### config.mk
export PLATFORM = sky130hd
export DESIGN_NAME = two_digit_segment_scan_driver_core
export DESIGN_NICKNAME = d
export VERILOG_FILES = /design/src/sv/tdsd_pkg.sv /design/src/sv/tdsd_update_queue.sv /design/src/sv/two_digit_segment_scan_driver_core.sv
export SDC_FILE = /design/constraint.sdc
export NUM_CORES = 1
export LEC_CHECK = 0
export BUFFER_PORTS_ARGS = -buffer_cell sky130_fd_sc_hd__buf_2
export CAP_MARGIN = 20
export CORE_MARGIN = 2
export CORE_UTILIZATION = 32
export DETAILED_ROUTE_END_ITERATION = 16
export GPL_TIMING_DRIVEN = 0
export PLACE_DENSITY = 0.45
export SETUP_SLACK_MARGIN = 0.4
export SKIP_CTS_REPAIR_TIMING = 1
export SYNTH_ARGS = -nofsm -noshare
export SYNTH_HDL_FRONTEND = slang
export SYNTH_SLANG_ARGS = --single-unit
### constraint.sdc
create_clock -name clock -period 15.8 [get_ports clock]
set_clock_uncertainty 0.2 [all_clocks]
set_input_delay 0.79 -clock clock [delete_from_list [all_inputs] [get_ports clock]]
set_output_delay 0.79 -clock clock [all_outputs]
set_load 0.03 [all_outputs]
### src/sv/tdsd_pkg.sv
// tdsd_pkg: shared types, constants and encode helpers for the two-digit
// segment scan driver. No dependencies.
`default_nettype none

package tdsd_pkg;

   localparam int unsigned CFG_W     = 10;
   localparam int unsigned VALUE_W   = 8;
   localparam int unsigned SEG_W     = 3;
   localparam int unsigned PATTERN_W = 16;

   localparam logic OP_TICK  = 1'b0;
   localparam logic OP_VALUE = 1'b1;

   typedef enum logic [1:0] {
      CSR_SEGMENT_DWELL = 2'd0,
      CSR_DIGIT_GAP     = 2'd1,
      CSR_FRAME_GAP     = 2'd2,
      CSR_IDLE_POLL     = 2'd3
   } csr_index_type;

   typedef enum logic [1:0] {
      PH_IDLE = 2'd0,
      PH_SEG  = 2'd1,
      PH_DGAP = 2'd2,
      PH_FGAP = 2'd3
   } phase_type;

   localparam logic [CFG_W-1:0] DWELL_RESET       = 10'd10;
   localparam logic [CFG_W-1:0] DIGIT_GAP_RESET   = 10'd5;
   localparam logic [CFG_W-1:0] FRAME_GAP_RESET   = 10'd10;
   localparam logic [CFG_W-1:0] IDLE_POLL_RESET   = 10'd100;
   localparam logic [CFG_W-1:0] WAIT_ONE          = 10'd1;

   localparam logic [VALUE_W-1:0] VALUE_LIMIT = 8'd100;
   localparam logic [7:0]         DASH_PATTERN = 8'h40;
   localparam logic [7:0]         DOT_BIT      = 8'h80;

   // x / 10 == (x * 205) >> 11 for x below 1029
   localparam logic [7:0] RECIP_TEN   = 8'd205;
   localparam int unsigned RECIP_SHIFT = 11;
   localparam logic [7:0] TEN         = 8'd10;

   typedef struct packed {
      logic full;
      logic not_empty;
   } queue_status_type;

   typedef struct packed {
      logic             found;
      logic [SEG_W-1:0] seg;
   } search_type;

   function automatic logic [7:0] digit_pattern(input logic [3:0] d);
      logic [7:0] p;
      case (d)
         4'd0:    p = 8'h3F;
         4'd1:    p = 8'h06;
         4'd2:    p = 8'h5B;
         4'd3:    p = 8'h4F;
         4'd4:    p = 8'h66;
         4'd5:    p = 8'h6D;
         4'd6:    p = 8'h7D;
         4'd7:    p = 8'h07;
         4'd8:    p = 8'h7F;
         4'd9:    p = 8'h67;
         default: p = 8'h00;
      endcase
      return p;
   endfunction

   // low byte = left digit, high byte = right digit
   function automatic logic [PATTERN_W-1:0] encode(input logic [VALUE_W-1:0] value,
                                                   input logic dot);
      logic [15:0] prod;
      logic [3:0]  tens;
      logic [7:0]  units;
      logic [7:0]  left;
      logic [7:0]  right;
      prod  = 16'(value) * 16'(RECIP_TEN);
      tens  = prod[RECIP_SHIFT +: 4];
      units = value - 8'(tens * TEN);
      if (value < VALUE_LIMIT) begin
         left  = digit_pattern(tens);
         right = digit_pattern(units[3:0]);
      end else begin
         left  = DASH_PATTERN;
         right = DASH_PATTERN;
      end
      if (dot) begin
         right = right | DOT_BIT;
      end
      return {right, left};
   endfunction

   // first lit segment at or above from
   function automatic search_type search(input logic [7:0] pat, input logic [3:0] from);
      search_type r;
      r = '0;
      for (int i = 7; i >= 0; i--) begin
         if (pat[i] && (4'(i) >= from)) begin
            r.found = 1'b1;
            r.seg   = SEG_W'(i);
         end
      end
      return r;
   endfunction

endpackage

`default_nettype wire

### src/sv/tdsd_update_queue.sv
// tdsd_update_queue: circular queue of pending display pattern pairs.
// Depends on tdsd_pkg.
`default_nettype none

module tdsd_update_queue #(
   parameter int unsigned DEPTH = 10
) (
   input  wire logic                               clock,
   input  wire logic                               reset,
   input  wire logic                               push,
   input  wire logic [tdsd_pkg::PATTERN_W-1:0]     push_data,
   input  wire logic                               pop,
   output logic      [tdsd_pkg::PATTERN_W-1:0]     head_data,
   output tdsd_pkg::queue_status_type              status
);

   localparam int unsigned IDX_W = (DEPTH > 1) ? $clog2(DEPTH) : 1;
   localparam int unsigned CNT_W = $clog2(DEPTH + 1);
   localparam logic [IDX_W-1:0] LAST_IDX  = IDX_W'(DEPTH - 1);
   localparam logic [CNT_W-1:0] FULL_CNT  = CNT_W'(DEPTH);
   localparam logic [CNT_W:0]   DEPTH_SUM = (CNT_W + 1)'(DEPTH);

   logic [tdsd_pkg::PATTERN_W-1:0] store_ff [DEPTH];
   logic [IDX_W-1:0] head_ff, head_in;
   logic [CNT_W-1:0] count_ff, count_in;
   logic [CNT_W:0]   tail_sum;
   logic [CNT_W:0]   tail_wrap;
   logic [IDX_W-1:0] tail_idx;
   logic             push_ok, pop_ok;

   assign status.full      = (count_ff == FULL_CNT);
   assign status.not_empty = (count_ff != '0);

   assign push_ok = push && !status.full;
   assign pop_ok  = pop && status.not_empty;

   assign tail_sum  = (CNT_W + 1)'(head_ff) + (CNT_W + 1)'(count_ff);
   assign tail_wrap = (tail_sum >= DEPTH_SUM) ? (tail_sum - DEPTH_SUM) : tail_sum;
   assign tail_idx  = tail_wrap[IDX_W-1:0];

   assign head_data = store_ff[head_ff];

   always_comb begin
      head_in  = head_ff;
      count_in = count_ff;
      if (pop_ok) begin
         head_in = (head_ff == LAST_IDX) ? '0 : head_ff + IDX_W'(1);
      end
      if (push_ok && !pop_ok) begin
         count_in = count_ff + CNT_W'(1);
      end else if (pop_ok && !push_ok) begin
         count_in = count_ff - CNT_W'(1);
      end
   end

   always_ff @(posedge clock) begin
      if (reset) begin
         head_ff  <= '0;
         count_ff <= '0;
      end else begin
         head_ff  <= head_in;
         count_ff <= count_in;
      end
   end

   always_ff @(posedge clock) begin
      if (push_ok) begin
         store_ff[tail_idx] <= push_data;
      end
   end

endmodule

`default_nettype wire

### src/sv/two_digit_segment_scan_driver_core.sv
// two_digit_segment_scan_driver_core: top level of the two-digit scan driver.
// Depends on tdsd_pkg and tdsd_update_queue.
//
// Usage:
//   req channel carries one word per item: req_operation selects a 1 ms tick
//   (scan step) or a value update (req_value 0..255, req_dot). Values of 100
//   or more show a dash on both digits; req_dot lights segment H on the right.
//   Updates are queued (QUEUE_DEPTH entries); a full queue drops the update
//   and the matching rsp word has rsp_update_dropped set.
//   rsp channel returns exactly one word per req word, in order: the mux
//   address, digit select and showing flag as they stand after that item.
//   rsp_valid rises once the word has passed the input register and then,
//   through the scan and queue update, the output register.
//   Throughput is one word per cycle while rsp_ready is high; the input
//   register takes a new word in the same cycle the output register
//   hands its word over. When rsp_ready is low the output word holds,
//   the input register fills, and req_ready drops until the output is taken.
//   Reset empties the queue, clears the display and starts the idle poll
//   with a 100 tick wait; csr registers return to dwell 10, digit gap 5,
//   frame gap 10, idle poll 100.
//   csr writes take effect from the next wait that is loaded.
`default_nettype none

module two_digit_segment_scan_driver_core #(
   parameter int unsigned QUEUE_DEPTH = 10
) (
   input  wire logic                              clock,
   input  wire logic                              reset,

   input  wire logic                              req_valid,
   output logic                                   req_ready,
   input  wire logic                              req_operation,
   input  wire logic [tdsd_pkg::VALUE_W-1:0]      req_value,
   input  wire logic                              req_dot,

   output logic                                   rsp_valid,
   input  wire logic                              rsp_ready,
   output logic      [tdsd_pkg::SEG_W-1:0]        rsp_mux_address,
   output logic                                   rsp_digit_select,
   output logic                                   rsp_showing,
   output logic                                   rsp_update_dropped,

   input  wire logic                              csr_write_enable,
   input  wire logic [1:0]                        csr_index,
   input  wire logic [tdsd_pkg::CFG_W-1:0]        csr_wdata
);

   // configuration
   logic [tdsd_pkg::CFG_W-1:0] dwell_ff, digit_gap_ff, frame_gap_ff, idle_poll_ff;
   logic [tdsd_pkg::CFG_W-1:0] dwell_eff, idle_eff;

   // input register
   logic                           in_valid_ff;
   logic                           in_op_ff;
   logic [tdsd_pkg::VALUE_W-1:0]   in_value_ff;
   logic                           in_dot_ff;

   // scan state
   tdsd_pkg::phase_type            phase_ff, phase_in;
   logic                           digit_ff, digit_in;
   logic [tdsd_pkg::SEG_W-1:0]     seg_ff, seg_in;
   logic [tdsd_pkg::CFG_W-1:0]     wait_ff, wait_in;
   logic                           init_ff, init_in;
   logic [tdsd_pkg::PATTERN_W-1:0] shown_ff, shown_in;

   // output register
   logic                           rsp_valid_ff;
   logic [tdsd_pkg::SEG_W-1:0]     rsp_mux_address_ff, rsp_mux_address_in;
   logic                           rsp_digit_select_ff, rsp_digit_select_in;
   logic                           rsp_showing_ff, rsp_showing_in;
   logic                           rsp_update_dropped_ff, rsp_update_dropped_in;

   logic advance, tick_go, value_go, push, pop, dropped;
   logic try_d1, after_d1, go_frame;

   logic [tdsd_pkg::PATTERN_W-1:0] head_data;
   logic [tdsd_pkg::PATTERN_W-1:0] frame_shown;
   logic                           frame_init;
   logic [7:0]                     cur_pat;
   logic [3:0]                     seg_from;
   tdsd_pkg::queue_status_type     qstat;
   tdsd_pkg::search_type           hit_cur, hit_d1, hit_f0, hit_f1;

   // handshake
   assign advance   = in_valid_ff && (!rsp_valid_ff || rsp_ready);
   assign req_ready = !in_valid_ff || advance;
   assign tick_go   = advance && (in_op_ff == tdsd_pkg::OP_TICK);
   assign value_go  = advance && (in_op_ff == tdsd_pkg::OP_VALUE);
   assign push      = value_go && !qstat.full;
   assign dropped   = value_go && qstat.full;

   tdsd_update_queue #(
      .DEPTH (QUEUE_DEPTH)
   ) u_queue (
      .clock     (clock),
      .reset     (reset),
      .push      (push),
      .push_data (tdsd_pkg::encode(in_value_ff, in_dot_ff)),
      .pop       (pop),
      .head_data (head_data),
      .status    (qstat)
   );

   assign dwell_eff = (dwell_ff == '0) ? tdsd_pkg::WAIT_ONE : dwell_ff;
   assign idle_eff  = (idle_poll_ff == '0) ? tdsd_pkg::WAIT_ONE : idle_poll_ff;

   assign cur_pat     = digit_ff ? shown_ff[15:8] : shown_ff[7:0];
   assign seg_from    = {1'b0, seg_ff} + 4'd1;
   assign hit_cur     = tdsd_pkg::search(cur_pat, seg_from);
   assign hit_d1      = tdsd_pkg::search(shown_ff[15:8], 4'd0);
   assign frame_shown = qstat.not_empty ? head_data : shown_ff;
   assign frame_init  = init_ff || qstat.not_empty;
   assign hit_f0      = tdsd_pkg::search(frame_shown[7:0], 4'd0);
   assign hit_f1      = tdsd_pkg::search(frame_shown[15:8], 4'd0);

   // next state of the scan
   always_comb begin
      phase_in = phase_ff;
      digit_in = digit_ff;
      seg_in   = seg_ff;
      wait_in  = wait_ff;
      init_in  = init_ff;
      shown_in = shown_ff;
      pop      = 1'b0;
      try_d1   = 1'b0;
      after_d1 = 1'b0;
      go_frame = 1'b0;
      if (tick_go) begin
         if (wait_ff > tdsd_pkg::WAIT_ONE) begin
            wait_in = wait_ff - tdsd_pkg::WAIT_ONE;
         end else begin
            unique case (phase_ff)
               tdsd_pkg::PH_SEG: begin
                  if (hit_cur.found) begin
                     seg_in  = hit_cur.seg;
                     wait_in = dwell_eff;
                  end else if (digit_gap_ff != '0) begin
                     phase_in = tdsd_pkg::PH_DGAP;
                     wait_in  = digit_gap_ff;
                  end else if (!digit_ff) begin
                     try_d1 = 1'b1;
                  end else begin
                     after_d1 = 1'b1;
                  end
               end
               tdsd_pkg::PH_DGAP: begin
                  if (!digit_ff) begin
                     try_d1 = 1'b1;
                  end else begin
                     after_d1 = 1'b1;
                  end
               end
               default: begin
                  go_frame = 1'b1;
               end
            endcase

            if (try_d1) begin
               digit_in = 1'b1;
               if (hit_d1.found) begin
                  phase_in = tdsd_pkg::PH_SEG;
                  seg_in   = hit_d1.seg;
                  wait_in  = dwell_eff;
               end else if (digit_gap_ff != '0) begin
                  phase_in = tdsd_pkg::PH_DGAP;
                  wait_in  = digit_gap_ff;
               end else begin
                  after_d1 = 1'b1;
               end
            end

            if (after_d1) begin
               if (frame_gap_ff != '0) begin
                  phase_in = tdsd_pkg::PH_FGAP;
                  wait_in  = frame_gap_ff;
               end else begin
                  go_frame = 1'b1;
               end
            end

            if (go_frame) begin
               pop = qstat.not_empty;
               if (!frame_init) begin
                  phase_in = tdsd_pkg::PH_IDLE;
                  wait_in  = idle_eff;
               end else begin
                  init_in  = 1'b1;
                  shown_in = frame_shown;
                  digit_in = 1'b0;
                  if (hit_f0.found) begin
                     phase_in = tdsd_pkg::PH_SEG;
                     seg_in   = hit_f0.seg;
                     wait_in  = dwell_eff;
                  end else if (digit_gap_ff != '0) begin
                     phase_in = tdsd_pkg::PH_DGAP;
                     wait_in  = digit_gap_ff;
                  end else begin
                     digit_in = 1'b1;
                     if (hit_f1.found) begin
                        phase_in = tdsd_pkg::PH_SEG;
                        seg_in   = hit_f1.seg;
                        wait_in  = dwell_eff;
                     end else if (digit_gap_ff != '0) begin
                        phase_in = tdsd_pkg::PH_DGAP;
                        wait_in  = digit_gap_ff;
                     end else if (frame_gap_ff != '0) begin
                        phase_in = tdsd_pkg::PH_FGAP;
                        wait_in  = frame_gap_ff;
                     end else begin
                        // empty frame: wait one tick
                        phase_in = tdsd_pkg::PH_FGAP;
                        wait_in  = tdsd_pkg::WAIT_ONE;
                     end
                  end
               end
            end
         end
      end
   end

   // result word: pins after the item
   always_comb begin
      rsp_mux_address_in    = seg_in;
      rsp_digit_select_in   = digit_in;
      rsp_showing_in        = init_in;
      rsp_update_dropped_in = dropped;
   end

   always_ff @(posedge clock) begin
      if (reset) begin
         dwell_ff     <= tdsd_pkg::DWELL_RESET;
         digit_gap_ff <= tdsd_pkg::DIGIT_GAP_RESET;
         frame_gap_ff <= tdsd_pkg::FRAME_GAP_RESET;
         idle_poll_ff <= tdsd_pkg::IDLE_POLL_RESET;
      end else if (csr_write_enable) begin
         unique case (tdsd_pkg::csr_index_type'(csr_index))
            tdsd_pkg::CSR_SEGMENT_DWELL: dwell_ff     <= csr_wdata;
            tdsd_pkg::CSR_DIGIT_GAP:     digit_gap_ff <= csr_wdata;
            tdsd_pkg::CSR_FRAME_GAP:     frame_gap_ff <= csr_wdata;
            tdsd_pkg::CSR_IDLE_POLL:     idle_poll_ff <= csr_wdata;
            default: begin
            end
         endcase
      end
   end

   always_ff @(posedge clock) begin
      if (reset) begin
         in_valid_ff <= 1'b0;
      end else if (req_ready) begin
         in_valid_ff <= req_valid;
      end
   end

   always_ff @(posedge clock) begin
      if (req_valid && req_ready) begin
         in_op_ff    <= req_operation;
         in_value_ff <= req_value;
         in_dot_ff   <= req_dot;
      end
   end

   always_ff @(posedge clock) begin
      if (reset) begin
         phase_ff <= tdsd_pkg::PH_IDLE;
         digit_ff <= 1'b0;
         seg_ff   <= '0;
         wait_ff  <= tdsd_pkg::IDLE_POLL_RESET;
         init_ff  <= 1'b0;
         shown_ff <= '0;
      end else begin
         phase_ff <= phase_in;
         digit_ff <= digit_in;
         seg_ff   <= seg_in;
         wait_ff  <= wait_in;
         init_ff  <= init_in;
         shown_ff <= shown_in;
      end
   end

   always_ff @(posedge clock) begin
      if (reset) begin
         rsp_valid_ff <= 1'b0;
      end else if (advance) begin
         rsp_valid_ff <= 1'b1;
      end else if (rsp_ready) begin
         rsp_valid_ff <= 1'b0;
      end
   end

   always_ff @(posedge clock) begin
      if (advance) begin
         rsp_mux_address_ff    <= rsp_mux_address_in;
         rsp_digit_select_ff   <= rsp_digit_select_in;
         rsp_showing_ff        <= rsp_showing_in;
         rsp_update_dropped_ff <= rsp_update_dropped_in;
      end
   end

   assign rsp_valid          = rsp_valid_ff;
   assign rsp_mux_address    = rsp_mux_address_ff;
   assign rsp_digit_select   = rsp_digit_select_ff;
   assign rsp_showing        = rsp_showing_ff;
   assign rsp_update_dropped = rsp_update_dropped_ff;

   // every word that leaves the input register lands in the output register
   assert property (@(posedge clock) disable iff (reset) advance |=> rsp_valid_ff)
      else $error("output word missing after advance");

   // once showing, the display never goes back to idle poll
   assert property (@(posedge clock) disable iff (reset) init_ff |=> init_ff)
      else $error("showing flag fell");

   // a loaded wait is never zero
   assert property (@(posedge clock) disable iff (reset) wait_ff != '0)
      else $error("wait counter at zero");

   // an addressed segment is lit in the shown pattern
   assert property (@(posedge clock) disable iff (reset)
      phase_ff == tdsd_pkg::PH_SEG |-> shown_ff[{digit_ff, seg_ff}])
      else $error("addressed segment not lit");

   // a value word that finds the queue full is flagged
   assert property (@(posedge clock) disable iff (reset)
      value_go && qstat.full |=> rsp_update_dropped_ff)
      else $error("dropped update not flagged");

endmodule

`default_nettype wire
==> impl_results.md <==
* Worst flop-to-flop path endpoint: u_queue.store_ff[3][9]
* Crit-path max cell delay at 0.74 ns
* EDFF count, synth at 166
* Worst Setup Slack, final at 8.443 ns
* Mean Syn Cell Area at 10.70 µm²
* Combined global-route utilization of all metal layers at 19.30%
* Congestion Overflow GR at 0
* Total Wirelength at 42.99 mm
* Final setup vio count at 0
* CP Data Required Time at 15.84 ns
* Unrepaired setup endpoints after global routing: false
* Crit path kind: reg2reg
* Total number of clock tree sinks at 253
* Number of buffer cells added on primary ports at 34
* Netlist cell types at 93
* TritonCTS clock tree: done
* Num CTS Buffers at 31
* Vertical die dimension at 213.5 µm
* Cell family contributing the most delay on the critical path: adder cells
* Arrival time of the worst setup path at 7.39 ns
* Worst setup slack after placement at 8.410 ns
* Maximum VDD drop at 0.1242 mV
* Power per unit of standard cell area at 137.0 mW/mm²
* Worst-case hold path end point: in_value_ff[6]
* Proportion of layout cells with a drive suffix above 1 at 13.41%
* Buf/Inv on CP at 4
* Maximum number of buffers from clock root to sink at 3
* Number of cells traversed by the worst hold path at 1
* Critical path, cell by cell: ha_1 > inv_1 > fa_1 > fa_1 > inv_1 > fa_1 > ha_1 > o21a_1 > o21ai_0 > o21ai_0 > a211oi_1 > xor2_1 > inv_1 > fa_1 > xor2_1 > xnor2_1 > xnor2_1 > clkbuf_1 > o21ai_0 > a21oi_1
* Horizontal extent of the die at 213.5 µm
* Core Region at 0.04317 mm²
* Cells on worst reg2reg path at 20
* Post-synth design cell area at 0.01404 mm²
* Remaining antenna violation count at 0
* Count of yosys warnings during synthesis at 0
* H-tree depth at 1
* Clock transition at the register clock pins on the worst setup and hold paths after CTS at 0.06 ns
* Async set or reset register ratio after synthesis at 0%
* Antenna violations before repair at 0
* Synth Flop Type: edfxtp_1
* Total nets after synthesis at 1424
* Start of the worst register-to-register path: in_value_ff[6]
* Worst skew pair latency at 0.60 ns
* Worst hold start: req_value[6]
* Slew margin rel. at 24.64%
* Average wire length per cell after detail routing at 21.48 µm
* Wire length of the first global-routing pass at 66.28 mm
* Vias per std cell at 5.290
* Most frequent cells in the layout: edfxtp_1, nand2_1, nor2_1, dfxtp_1, a21oi_1
* Slowest cell on the critical path: a21oi_1
* Path type of the worst min-delay path: in2reg
* Initial cell density of the core at 32.53%
* Final-report max-slew violation count at 0
* Run status: finished, final reports clean
* Leak Pwr at 5.789 nW
* Final Critical Period at 7.357 ns
* Number of violations of the max-capacitance limit at 0
* Placement-stage cell area at 0.01512 mm²
* Type of element launching the critical path: flop
* DRC violation total after the first TritonRoute iteration at 776
* Maximum clock frequency at 135.9 MHz
* Hold violation count in the final report at 0
* Clock Tree Root: clkbuf_16
* Overall via count from detail_route at 10590
* Area enclosed by the die boundary at 0.04558 mm²
* Pre-antenna DRT Iters at 5
* Most common cell after layout, fill and taps aside: edfxtp_1
* Antenna cell count at 0
* Total Negative Setup Slacks at 0 ns
* # placed instances at 1944
* Most frequent CP cell: fa_1
* Number of storage elements in the synthesis netlist at 253
* Count of unresolved DRC violations after routing at 0
* Area delta synth->final at 15.73%
* DP Wirelength at 32.29 mm
* Final std cells w/o fill at 2002
* Gp weighted congestion at 0.8903
* Register-to-Register Setup Slack at 8.44 ns
* Sequential cell area fraction in the yosys report at 47.89%
* Final nets at 1503
* Top-level port count at 35
* Number of global-route vias before repair at 10550
* Slew of the pin with the lowest slew margin at 1.121 ns
* Number of core rows at 76
* Fraction of the cycle the final worst path needs at 46.56%
* Endpoint class of the critical path: flop
* Largest fanout of any net on the critical path at 10
* Number of cells produced by synthesis at 1313
* Maximum number of pins on one net before global-route repair at 17
* Non-Filler Cell Area, Final at 0.01625 mm²
[where the power goes]
group	internal, W	total, W	switching [W]	leakage, nW
sequential	0.000846	0.000860	0.0000138	2.23
combinational	0.000182	0.000581	0.000399	3.01
clock	0.000488	0.000787	0.000299	0.545
[metal layers]
| layer | vias to the layer above | track usage, % | share of wire (%) | wire (µm) |
|---|---|---|---|---|
| met5 | - | 0 | 0 | 0 |
| met4 | 0 | 4.047 | 2.1 | 900 |
| met3 | 68 | 2.548 | 3.8 | 1634 |
| met2 | 250 | 33.16 | 48 | 20690 |
| met1 | 5205 | 26.03 | 46 | 19770 |
| li1 | 5068 | - | - | - |
[state kept, by name, summed over array words and instances (netlist names), 2 cells and up, named ones only]
signal            flops
digit_gap_ff         10
dwell_ff             10
frame_gap_ff         10
idle_poll_ff         10
in_value_ff           8
phase_ff              2
rsp_mux_address       3
seg_ff                3
shown_ff             16
u_queue.count_ff      4
u_queue.head_ff       4
u_queue.store_ff    150
wait_ff              10
[final cells by class]
cell class / instances / area, µm²
sequential: 253 / 6726
inverter: 71 / 266.5
timing repair buffer: 46 / 312.8
clock inverter: 20 / 306.5
multi-input combinational: 933 / 6825
buffer: 56 / 261.5
clock buffer: 38 / 823.3
tap: 585 / 732.0
fill: 4352 / 26920
[worst reg2reg max path, cell delays in order, from the launching register on]
cell and delay, ns:
edfxtp_1 0.54, ha_1 0.40, inv_1 0.06, fa_1 0.47, fa_1 0.56, inv_1 0.06, fa_1 0.48, ha_1 0.30
o21a_1 0.21, o21ai_0 0.28, o21ai_0 0.21, a211oi_1 0.36, xor2_1 0.43, inv_1 0.22, fa_1 0.44, xor2_1 0.16
xnor2_1 0.15, xnor2_1 0.23, clkbuf_1 0.36, o21ai_0 0.13, a21oi_1 0.74
[how the worst max path moves through the flow]
| stage | startpoint | end | slack, ns | cells after the start |
|---|---|---|---|---|
| 2_1_floorplan | in_value_ff[2] | u_queue.store_ff[0][8] | 9.59 | 20 |
| 3_3_place_gp | in_value_ff[6] | u_queue.store_ff[2][9] | 8.50 | 20 |
| 3_5_place_dp | in_value_ff[6] | u_queue.store_ff[7][9] | 8.41 | 20 |
| 4_1_cts | in_value_ff[6] | u_queue.store_ff[3][9] | 8.35 | 20 |
| 5_1_grt | in_value_ff[6] | u_queue.store_ff[3][9] | 7.88 | 20 |
| 6_report | in_value_ff[6] | u_queue.store_ff[3][9] | 8.44 | 20 |
[stage by stage]
stage | utilization (%) | power [W] | hold slack, ns
after global routing | 37.65 | 0.002353 | 0.1469
after floorplan | - | 0.001274 | 0.2441
after CTS | 37.65 | 0.002247 | 0.1457
after detailed placement | 35.03 | 0.001457 | 0.2753
final | 37.65 | 0.002227 | 0.1654
after global placement | 34.62 | 0.001445 | 0.2697
[cells in the mapped netlist (7+ instances only)]
master,instances,area share (%)
o21a_1,9,0.48
nand3_1,17,0.61
nand3b_1,10,0.53
mux4_1,11,2.1
a21oi_1,83,3.0
nor3_1,30,1.1
or2_2,7,0.31
edfxtp_1,166,35
nor4_1,12,0.53
a22oi_1,12,0.64
o22ai_1,7,0.31
a211oi_1,14,0.75
mux2i_1,55,3.9
nand2b_1,12,0.53
a21o_1,18,0.96
nor2b_1,23,1.0
and2_1,8,0.36
a221oi_1,10,0.62
o211ai_1,17,0.91
or3_1,11,0.49
o21ai_0,46,1.6
nand2_1,141,3.8
a311oi_1,7,0.44
ha_1,70,6.2
clkbuf_1,33,0.88
dfxtp_1,87,12
xor2_1,7,0.44
fa_1,14,2.0
buf_2,16,0.57
xnor2_1,12,0.75
nor2_1,108,2.9
a31oi_1,21,0.94
inv_1,70,1.9
mux2_2,23,1.8
[logic make-up (layout without fill, tap and decap cells)]
group | count (synthesis) | after routing | synth area share, %
mux | 95 | 95 | 8.784
buf+inv | 127 | 231 | 3.759
simple gates | 416 | 416 | 14.41
compound gates | 319 | 319 | 15.74
flops | 253 | 253 | 47.89
fa+ha+maj | 84 | 84 | 8.232
xor+xnor | 19 | 19 | 1.185
No activity file was read; power rests on OpenSTA's default activity.
